## src/hdl/circular_deque_unit_defines.svh

```systemverilog
// Assertion macros for the circular deque unit.
// Used by the top level; needs clk_i and rst_ni in scope where expanded.
`ifndef CIRCULAR_DEQUE_UNIT_DEFINES_SVH
`define CIRCULAR_DEQUE_UNIT_DEFINES_SVH

// Consequent must hold in the same cycle as the antecedent.
`define CDQ_ASSERT_SAME(lbl, ante, cons, msg) \
  lbl: assert property (@(posedge clk_i) disable iff (!rst_ni) (ante) |-> (cons)) \
    else $error(msg);

// Consequent must hold in the cycle after the antecedent.
`define CDQ_ASSERT_NEXT(lbl, ante, cons, msg) \
  lbl: assert property (@(posedge clk_i) disable iff (!rst_ni) (ante) |=> (cons)) \
    else $error(msg);

`endif

```

## src/hdl/cdq_pkg.sv

```systemverilog
// Shared types, codes and pointer helpers for the circular deque unit.
// No dependencies; imported by cdq_ctrl, cdq_datapath and the top level.
`default_nettype none

package cdq_pkg;

  localparam int unsigned Depth = 32;
  localparam int unsigned PtrW  = (Depth > 1) ? $clog2(Depth) : 1;
  localparam int unsigned DataW = 32;

  typedef logic [PtrW-1:0] ptr_t;

  localparam logic [2:0] CMD_PUSH_FRONT = 3'd0;
  localparam logic [2:0] CMD_PUSH_REAR  = 3'd1;
  localparam logic [2:0] CMD_POP_FRONT  = 3'd2;
  localparam logic [2:0] CMD_POP_REAR   = 3'd3;
  localparam logic [2:0] CMD_PEEK_FRONT = 3'd4;
  localparam logic [2:0] CMD_PEEK_REAR  = 3'd5;

  typedef enum logic [1:0] {
    ST_OK    = 2'd0,
    ST_FULL  = 2'd1,
    ST_EMPTY = 2'd2
  } status_e;

  typedef struct packed {
    logic [2:0]         cmd;
    logic signed [31:0] item;
  } cdq_req_t;

  typedef struct packed {
    logic signed [31:0] value;
    status_e            status;
    logic [4:0]         count;
    logic               is_empty_flag;
    logic               is_full_flag;
  } cdq_rsp_t;

  // Controller to datapath
  typedef struct packed {
    logic load;        // capture the request beat
    logic exec;        // update pointers, access the slot store, load status
    logic load_value;  // take the read data into the result
  } cdq_ctrl_t;

  // Datapath to controller
  typedef struct packed {
    logic rd_op;       // captured command reads a slot and is legal
  } cdq_stat_t;

  function automatic ptr_t ring_next(ptr_t p);
    return (p == ptr_t'(Depth - 1)) ? '0 : p + ptr_t'(1);
  endfunction

  function automatic ptr_t ring_prev(ptr_t p);
    return (p == '0) ? ptr_t'(Depth - 1) : p - ptr_t'(1);
  endfunction

endpackage

`default_nettype wire

```

## src/hdl/cdq_ram.sv

```systemverilog
// Generic single-port-write, single-port-read RAM with registered read data.
// No dependencies.
`default_nettype none

module cdq_ram #(
  parameter int unsigned Width = 32,
  parameter int unsigned Depth = 32
) (
  input  wire logic                                     clk_i,
  input  wire logic                                     we_i,
  input  wire logic [((Depth > 1) ? $clog2(Depth) : 1)-1:0] waddr_i,
  input  wire logic [Width-1:0]                         wdata_i,
  input  wire logic                                     re_i,
  input  wire logic [((Depth > 1) ? $clog2(Depth) : 1)-1:0] raddr_i,
  output logic      [Width-1:0]                         rdata_o
);

  logic [Width-1:0] mem_q [Depth];
  logic [Width-1:0] rdata_q;

  always_ff @(posedge clk_i) begin
    if (we_i) begin
      mem_q[waddr_i] <= wdata_i;
    end
    if (re_i) begin
      rdata_q <= mem_q[raddr_i];
    end
  end

  assign rdata_o = rdata_q;

endmodule

`default_nettype wire

```

## src/hdl/cdq_ctrl.sv

```systemverilog
// Command sequencer for the circular deque unit.
// Depends on cdq_pkg for the control and status structs.
`default_nettype none

module cdq_ctrl (
  input  wire logic              clk_i,
  input  wire logic              rst_ni,
  input  wire logic              start_i,
  input  wire cdq_pkg::cdq_stat_t stat_i,
  output cdq_pkg::cdq_ctrl_t     ctrl_o,
  output logic                   busy_o,
  output logic                   done_o
);
  import cdq_pkg::*;

  typedef enum logic [1:0] {
    S_IDLE,
    S_EXEC,
    S_READ
  } state_e;

  state_e state_q;
  logic   done_q;

  always_ff @(posedge clk_i or negedge rst_ni) begin
    if (!rst_ni) begin
      state_q <= S_IDLE;
      done_q  <= 1'b0;
    end else begin
      done_q <= 1'b0;
      case (state_q)
        S_IDLE: begin
          if (start_i) begin
            state_q <= S_EXEC;
          end
        end
        S_EXEC: begin
          if (stat_i.rd_op) begin
            state_q <= S_READ;
          end else begin
            state_q <= S_IDLE;
            done_q  <= 1'b1;
          end
        end
        S_READ: begin
          state_q <= S_IDLE;
          done_q  <= 1'b1;
        end
        default: begin
          state_q <= S_IDLE;
        end
      endcase
    end
  end

  always_comb begin
    ctrl_o.load       = (state_q == S_IDLE) && start_i;
    ctrl_o.exec       = (state_q == S_EXEC);
    ctrl_o.load_value = (state_q == S_READ);
  end

  assign busy_o = (state_q != S_IDLE);
  assign done_o = done_q;

endmodule

`default_nettype wire

```

## src/hdl/cdq_datapath.sv

```systemverilog
// Pointers, slot store and result register of the circular deque unit.
// Depends on cdq_pkg and instantiates cdq_ram for the slots.
`default_nettype none

module cdq_datapath (
  input  wire logic               clk_i,
  input  wire logic               rst_ni,
  input  wire cdq_pkg::cdq_req_t  req_i,
  input  wire cdq_pkg::cdq_ctrl_t ctrl_i,
  output cdq_pkg::cdq_stat_t      stat_o,
  output cdq_pkg::cdq_rsp_t       rsp_o
);
  import cdq_pkg::*;

  localparam logic [PtrW:0] DepthExt = (PtrW + 1)'(Depth);

  cdq_req_t req_q;
  ptr_t     front_q, front_d;
  ptr_t     rear_q, rear_d;
  cdq_rsp_t rsp_q;

  logic       is_push, is_read, is_front;
  logic       empty_now, full_now;
  logic       push_ok, read_ok;
  status_e    status_d;
  logic [PtrW:0] cnt_d;
  ptr_t       waddr, raddr;
  logic [DataW-1:0] rdata;

  always_comb begin
    is_push  = (req_q.cmd == CMD_PUSH_FRONT) || (req_q.cmd == CMD_PUSH_REAR);
    is_read  = req_q.cmd inside {[CMD_POP_FRONT:CMD_PEEK_REAR]};
    is_front = req_q.cmd inside {CMD_PUSH_FRONT, CMD_POP_FRONT, CMD_PEEK_FRONT};

    empty_now = (front_q == rear_q);
    full_now  = (ring_next(rear_q) == front_q);
    push_ok   = is_push && !full_now;
    read_ok   = is_read && !empty_now;

    if (is_push && full_now) begin
      status_d = ST_FULL;
    end else if (is_read && empty_now) begin
      status_d = ST_EMPTY;
    end else begin
      status_d = ST_OK;
    end

    front_d = front_q;
    rear_d  = rear_q;
    case (req_q.cmd)
      CMD_PUSH_FRONT: if (push_ok) front_d = ring_prev(front_q);
      CMD_PUSH_REAR:  if (push_ok) rear_d  = ring_next(rear_q);
      CMD_POP_FRONT:  if (read_ok) front_d = ring_next(front_q);
      CMD_POP_REAR:   if (read_ok) rear_d  = ring_prev(rear_q);
      default: ;
    endcase

    if (rear_d >= front_d) begin
      cnt_d = {1'b0, rear_d} - {1'b0, front_d};
    end else begin
      cnt_d = {1'b0, rear_d} + DepthExt - {1'b0, front_d};
    end

    // front push writes the sentinel slot; rear push the slot after the last
    waddr = is_front ? front_q : ring_next(rear_q);
    raddr = is_front ? ring_next(front_q) : rear_q;
  end

  cdq_ram #(
    .Width (DataW),
    .Depth (Depth)
  ) u_slots (
    .clk_i   (clk_i),
    .we_i    (ctrl_i.exec && push_ok),
    .waddr_i (waddr),
    .wdata_i (req_q.item),
    .re_i    (ctrl_i.exec && read_ok),
    .raddr_i (raddr),
    .rdata_o (rdata)
  );

  always_ff @(posedge clk_i or negedge rst_ni) begin
    if (!rst_ni) begin
      front_q <= '0;
      rear_q  <= '0;
    end else if (ctrl_i.exec) begin
      front_q <= front_d;
      rear_q  <= rear_d;
    end
  end

  always_ff @(posedge clk_i) begin
    if (ctrl_i.load) begin
      req_q <= req_i;
    end
    if (ctrl_i.exec) begin
      rsp_q.value         <= '0;
      rsp_q.status        <= status_d;
      rsp_q.count         <= 5'(cnt_d);
      rsp_q.is_empty_flag <= (front_d == rear_d);
      rsp_q.is_full_flag  <= (ring_next(rear_d) == front_d);
    end else if (ctrl_i.load_value) begin
      rsp_q.value <= $signed(rdata);
    end
  end

  assign stat_o.rd_op = read_ok;
  assign rsp_o        = rsp_q;

endmodule

`default_nettype wire

```

## src/hdl/circular_deque_unit.sv

```systemverilog
// Circular deque unit: ring-buffer double-ended queue of 32-bit items.
//
// Request channel: req_i carries cmd and item; a beat is taken at a rising
// edge where start is high and busy is low. busy stays high until the
// result has been produced.
// Result channel: rsp_o carries value, status, count and the empty/full
// flags after the command; done_o marks it for exactly one cycle and the
// receiver takes it in that cycle. There is no back-pressure.
// From accept to done, pushes, errors and unused codes pass through
// S_EXEC only; legal pops and peeks also pass through S_READ, the extra
// state covering the registered read port of the slot RAM. A new request
// may be accepted in the cycle that done is high.
// The ring holds Depth slots and at most Depth-1 items; a push when full
// or a pop/peek when empty leaves the state alone and reports a status.
// Reset (rst_ni low) empties the deque at once: both pointers clear and no
// clearing pass over the slot RAM is needed.
`default_nettype none
`include "circular_deque_unit_defines.svh"

module circular_deque_unit (
  input  wire logic              clk_i,
  input  wire logic              rst_ni,
  input  wire logic              start,
  output logic                   busy,
  input  wire cdq_pkg::cdq_req_t req_i,
  output logic                   done_o,
  output cdq_pkg::cdq_rsp_t      rsp_o
);
  import cdq_pkg::*;

  cdq_ctrl_t ctrl;
  cdq_stat_t stat;

  cdq_ctrl u_ctrl (
    .clk_i   (clk_i),
    .rst_ni  (rst_ni),
    .start_i (start),
    .stat_i  (stat),
    .ctrl_o  (ctrl),
    .busy_o  (busy),
    .done_o  (done_o)
  );

  cdq_datapath u_datapath (
    .clk_i  (clk_i),
    .rst_ni (rst_ni),
    .req_i  (req_i),
    .ctrl_i (ctrl),
    .stat_o (stat),
    .rsp_o  (rsp_o)
  );

  `CDQ_ASSERT_NEXT(a_accept_busy, start && !busy, busy && !done_o,
                   "accepted beat did not raise busy")
  `CDQ_ASSERT_SAME(a_done_idle, done_o, !busy, "result emitted while still busy")
  `CDQ_ASSERT_SAME(a_err_zero, done_o && (rsp_o.status != ST_OK), rsp_o.value == '0,
                   "rejected command returned a non-zero value")
  `CDQ_ASSERT_SAME(a_flags_excl, done_o, !(rsp_o.is_empty_flag && rsp_o.is_full_flag),
                   "deque reported empty and full together")

endmodule

`default_nettype wire
```

## config.mk

```make
export PLATFORM = sky130hd
export DESIGN_NAME = circular_deque_unit
export DESIGN_NICKNAME = d
export VERILOG_FILES = /design/src/hdl/cdq_pkg.sv /design/src/hdl/cdq_ram.sv /design/src/hdl/cdq_ctrl.sv /design/src/hdl/cdq_datapath.sv /design/src/hdl/circular_deque_unit.sv
export VERILOG_INCLUDE_DIRS = /design/src /design/src/hdl
export SDC_FILE = /design/constraint.sdc
export NUM_CORES = 1
export LEC_CHECK = 0
export BUFFER_PORTS_ARGS = -buffer_cell sky130_fd_sc_hd__buf_2
export CAP_MARGIN = 20
export CELL_PAD_IN_SITES_DETAIL_PLACEMENT = 0
export CELL_PAD_IN_SITES_GLOBAL_PLACEMENT = 1
export CORE_UTILIZATION = 47
export CTS_CLUSTER_DIAMETER = 40
export DETAILED_ROUTE_END_ITERATION = 10
export GPL_ROUTABILITY_DRIVEN = 0
export PLACE_DENSITY = 0.77
export SETUP_SLACK_MARGIN = 0.5
export SKIP_CTS_REPAIR_TIMING = 1
export SLEW_MARGIN = 20
export SYNTH_ARGS = -nofsm -noshare
export SYNTH_HDL_FRONTEND = slang
export SYNTH_SLANG_ARGS = --single-unit
```

## constraint.sdc

```tcl
create_clock -name clk_i -period 3.95 [get_ports clk_i]
set_clock_uncertainty 0.05 [all_clocks]
set_input_delay 0.1975 -clock clk_i [delete_from_list [all_inputs] [get_ports clk_i]]
set_output_delay 0.1975 -clock clk_i [all_outputs]
set_load 0.02 [all_outputs]
```

==> summary.txt <==
Worst setup path
  – Required time of the critical path: 4.38 ns
  – WP buf/inv: 0
  – CP Capture Point: u_datapath.rsp_o[0]$_DFFE_PN_
  – Crit Path Max Fanout: 6
  – R2r worst-path depth: 15
  – WP depth: 15
  – WS Path Type: flop to flop
  – Crit end category: flop
  – Crit-path slowest cell: nor4_4
  – Worst r2r dst: u_datapath.rsp_o[0]$_DFFE_PN_
  – Most frequent CP cell: ha_4
  – Crit start category: flop
  – Reg2Reg Setup Slack: 0.33 ns
  – Worst Setup SP: u_datapath.rear_q[0]$_DFFE_PN0N_
  – Largest stage delay, worst path: 0.45 ns
  – CP Data Arrival Time: 4.05 ns
  – FF-to-FF Start: u_datapath.rear_q[0]$_DFFE_PN0N_
  – CP top delay family: simple AND/OR/NAND/NOR gates
  – CP cell instances: ha_4 > and3_4 > ha_4 > and2b_1 > mux2i_4 > xor2_2 > a211oi_1 > nor4_4 > ha_4 > and3_4 > ha_4 > and3b_1 > mux2i_1 > xnor2_1 > o311a_1

Logic synthesis
  – Post-synth EDFFs: 1100
  – Synthesized Nets: 3560
  – Post-synthesis cell area: 45900 sq um
  – Post-synth top flop: edfxtp_1
  – Async set or reset register ratio after synthesis: 0.0114
  – Yosys reg bits: 1145
  – Ys Warns: 0
  – Unique masters post-synth: 74
  – Post-synthesis sequential area ratio: 0.740
  – Syn_area_per_cell: 13.1 sq um
  – Synthesized instance count: 3504

Global route
  – First-pass GRT wire length: 185000 um
  – Initial antenna violation count: 7
  – Number of global-route vias before repair: 28000
  – Global route overflow: 0
  – Largest net degree at the start of global routing: 84
  – Total GRT Usage: 0.258

Timing
  – Final worst path period share: 0.917
  – WHS: 0.108 ns
  – Setup violations, final: 0
  – Min Tclk post-route: 3.62 ns
  – Max-slew violation count: 0
  – Least-Margin Pin Slew: 1.12 ns
  – Slew HR: 0.253
  – RSZ-0062 raised after global routing: true
  – Max Clk Rate: 276 MHz
  – Final hold violations: 0

Clock network
  – Root Driver: clkbuf_16
  – TritonCTS clock tree: done
  – Num CTS Buffers: 146
  – Clock transition at the registers of the reported paths: 0.05 ns
  – Htree depth: 4
  – Largest buffer count on any clock path: 3
  – CTS sink cnt: 1145
  – Worst-skew pair later-pin latency: 0.75 ns

Cells and area
  – Final Util: 0.579
  – Commonest non-fill, non-tap cell in the layout: edfxtp_1
  – Commonest non-fill, non-tap cells in the layout: 1100 x edfxtp_1, 1059 x nand2_1, 265 x nand3_1
  – FILL cells: 7484
  – Nets@finish: 3812
  – Final instance area: 56000 sq um
  – Area grow syn2layout: 21.8%
  – Layout cells sized above 1: 0.167

Power
  – Peak supply drop: 0.591 mV
  – Leakage power: 0.0197 uW
  – Pwr/cell area: 776 nW/um^2

Drt
  – DR WL/cell: 26.1 um
  – DRC Markers: 0
  – First-pass DRT Iterations: 6
  – Via count: 30600
  – Post-DRT Antenna Nets: 0
  – Total wire length: 134000 um
  – DRT iter0 DRCs: 3731
  – Vias per cell: 5.94

Floorplanning
  – Number of placement rows: 114
  – Width of the die: 315 um
  – Core Area: 96700 sq um
  – Io pins: 81
  – Die height: 315 um
  – Initial Util: 0.475
  – DIE AREA: 99000 sq um

Place
  – Post-DP HPWL: 70200 um
  – Port Buffers: 80
  – Post-DP Area: 49600 sq um

Min path
  – Hold Path Class: primary input to flop
  – Hold Path Cell Cnt: 2

Run
  – MaxCap Viol Count: 0

Outcome
  – Status: complete, no violations
[registers in the layout, indices dropped and copies added (netlist names)]
signal / cells
u_datapath.rsp_o: 41
u_ctrl.done_o: 1
u_datapath.rear_q: 5
u_datapath.front_q: 5
u_datapath.req_q: 35
u_datapath.u_slots.mem_q: 1024
u_datapath.u_slots.rdata_o: 32
u_ctrl.state_q: 2
[per-layer routing]
layer,GRT usage,up-vias,share of wire
li1,-,13500,-
met4,0.0887,6,0.031
met5,0,-,0.00029
met1,0.358,15300,0.40
met3,0.0531,241,0.098
met2,0.406,1518,0.47
[power breakdown]
group	switching [uW]	internal, uW	total [uW]	leakage, uW
logic	9520	5110	14600	0.00703
registers	910	14800	15700	0.0103
clock network	5260	7860	13100	0.00235
total	15700	27800	43400	0.0197
[kinds of logic (layout without fill, tap and decap cells)]
| family | after synthesis | in the layout | synth area share |
|---|---|---|---|
| muxes | 44 | 44 | 0.00994 |
| other | 0 | 2 | 0 |
| AOI/OAI and AO/OA | 423 | 424 | 0.0699 |
| DFF | 1145 | 1145 | 0.740 |
| and+or+nand+nor | 1594 | 1594 | 0.148 |
| xor gates and xnor gates | 19 | 19 | 0.00395 |
| buffers and inverters | 261 | 626 | 0.0231 |
| adders and majority gates | 18 | 18 | 0.00507 |
[cell usage after synthesis, types with 5 or more instances]
master,count,area [sq um]
a31oi_1,67,419
buf_1,15,56.3
nor2b_1,5,31.3
dfrtp_1,13,325
a21oi_1,55,275
clkbuf_1,188,706
dfxtp_1,32,641
nor3_1,13,65.1
a21o_1,36,270
and3_1,133,832
a311oi_1,192,1680
buf_2,33,165
inv_1,16,60.1
mux2i_1,40,400
nand3_1,265,1330
a211oi_1,33,248
nand2_1,1060,3980
xnor2_1,14,123
nor2_1,89,334
o21ai_0,14,70.1
ha_1,17,213
edfxtp_1,1100,33000
[how the worst min path moves through the flow]
stage	endpoint	slack (ns)	from
finish	u_datapath.req_q[30]$_DFFE_PP_	0.11	req_i[30]
global route	u_datapath.req_q[1]$_DFFE_PP_	0.1	req_i[1]
CTS	u_ctrl.state_q[1]$_DFFE_PN0P_	-0.69	rst_ni
detailed placement	u_ctrl.done_o$_DFF_PN0_	0.1	rst_ni
global placement	u_ctrl.state_q[0]$_DFFE_PN0P_	0.09	rst_ni
floorplan	u_ctrl.done_o$_DFF_PN0_	-0.15	rst_ni
[layout make-up]
class,count,area (sq um),area share
sequential,1145,34000,0.607
clock inverter,101,1040,0.0186
tap,1276,1600,0.0285
inverter,18,67.6,0.00121
multi-input combinational,2099,11500,0.205
clock buffer,161,3810,0.0681
timing repair buffer,346,4000,0.0715
antenna,2,5.00,0.0000894
[per-stage QoR]
stage / setup WS, ns / power (uW) / std cells / TNS [ns]
after floorplan: 0.174 / 24200 / 3504 / 0
after global placement: 0.0417 / 29600 / 4786 / 0
after detailed placement: -0.0529 / 29800 / 4786 / -0.0529
after CTS: -0.0966 / 42900 / 5048 / -0.131
after global routing: 0.186 / 45200 / 5147 / 0
final: 0.329 / 43400 / 5148 / 0
No activity file was read; power rests on OpenSTA's default activity.
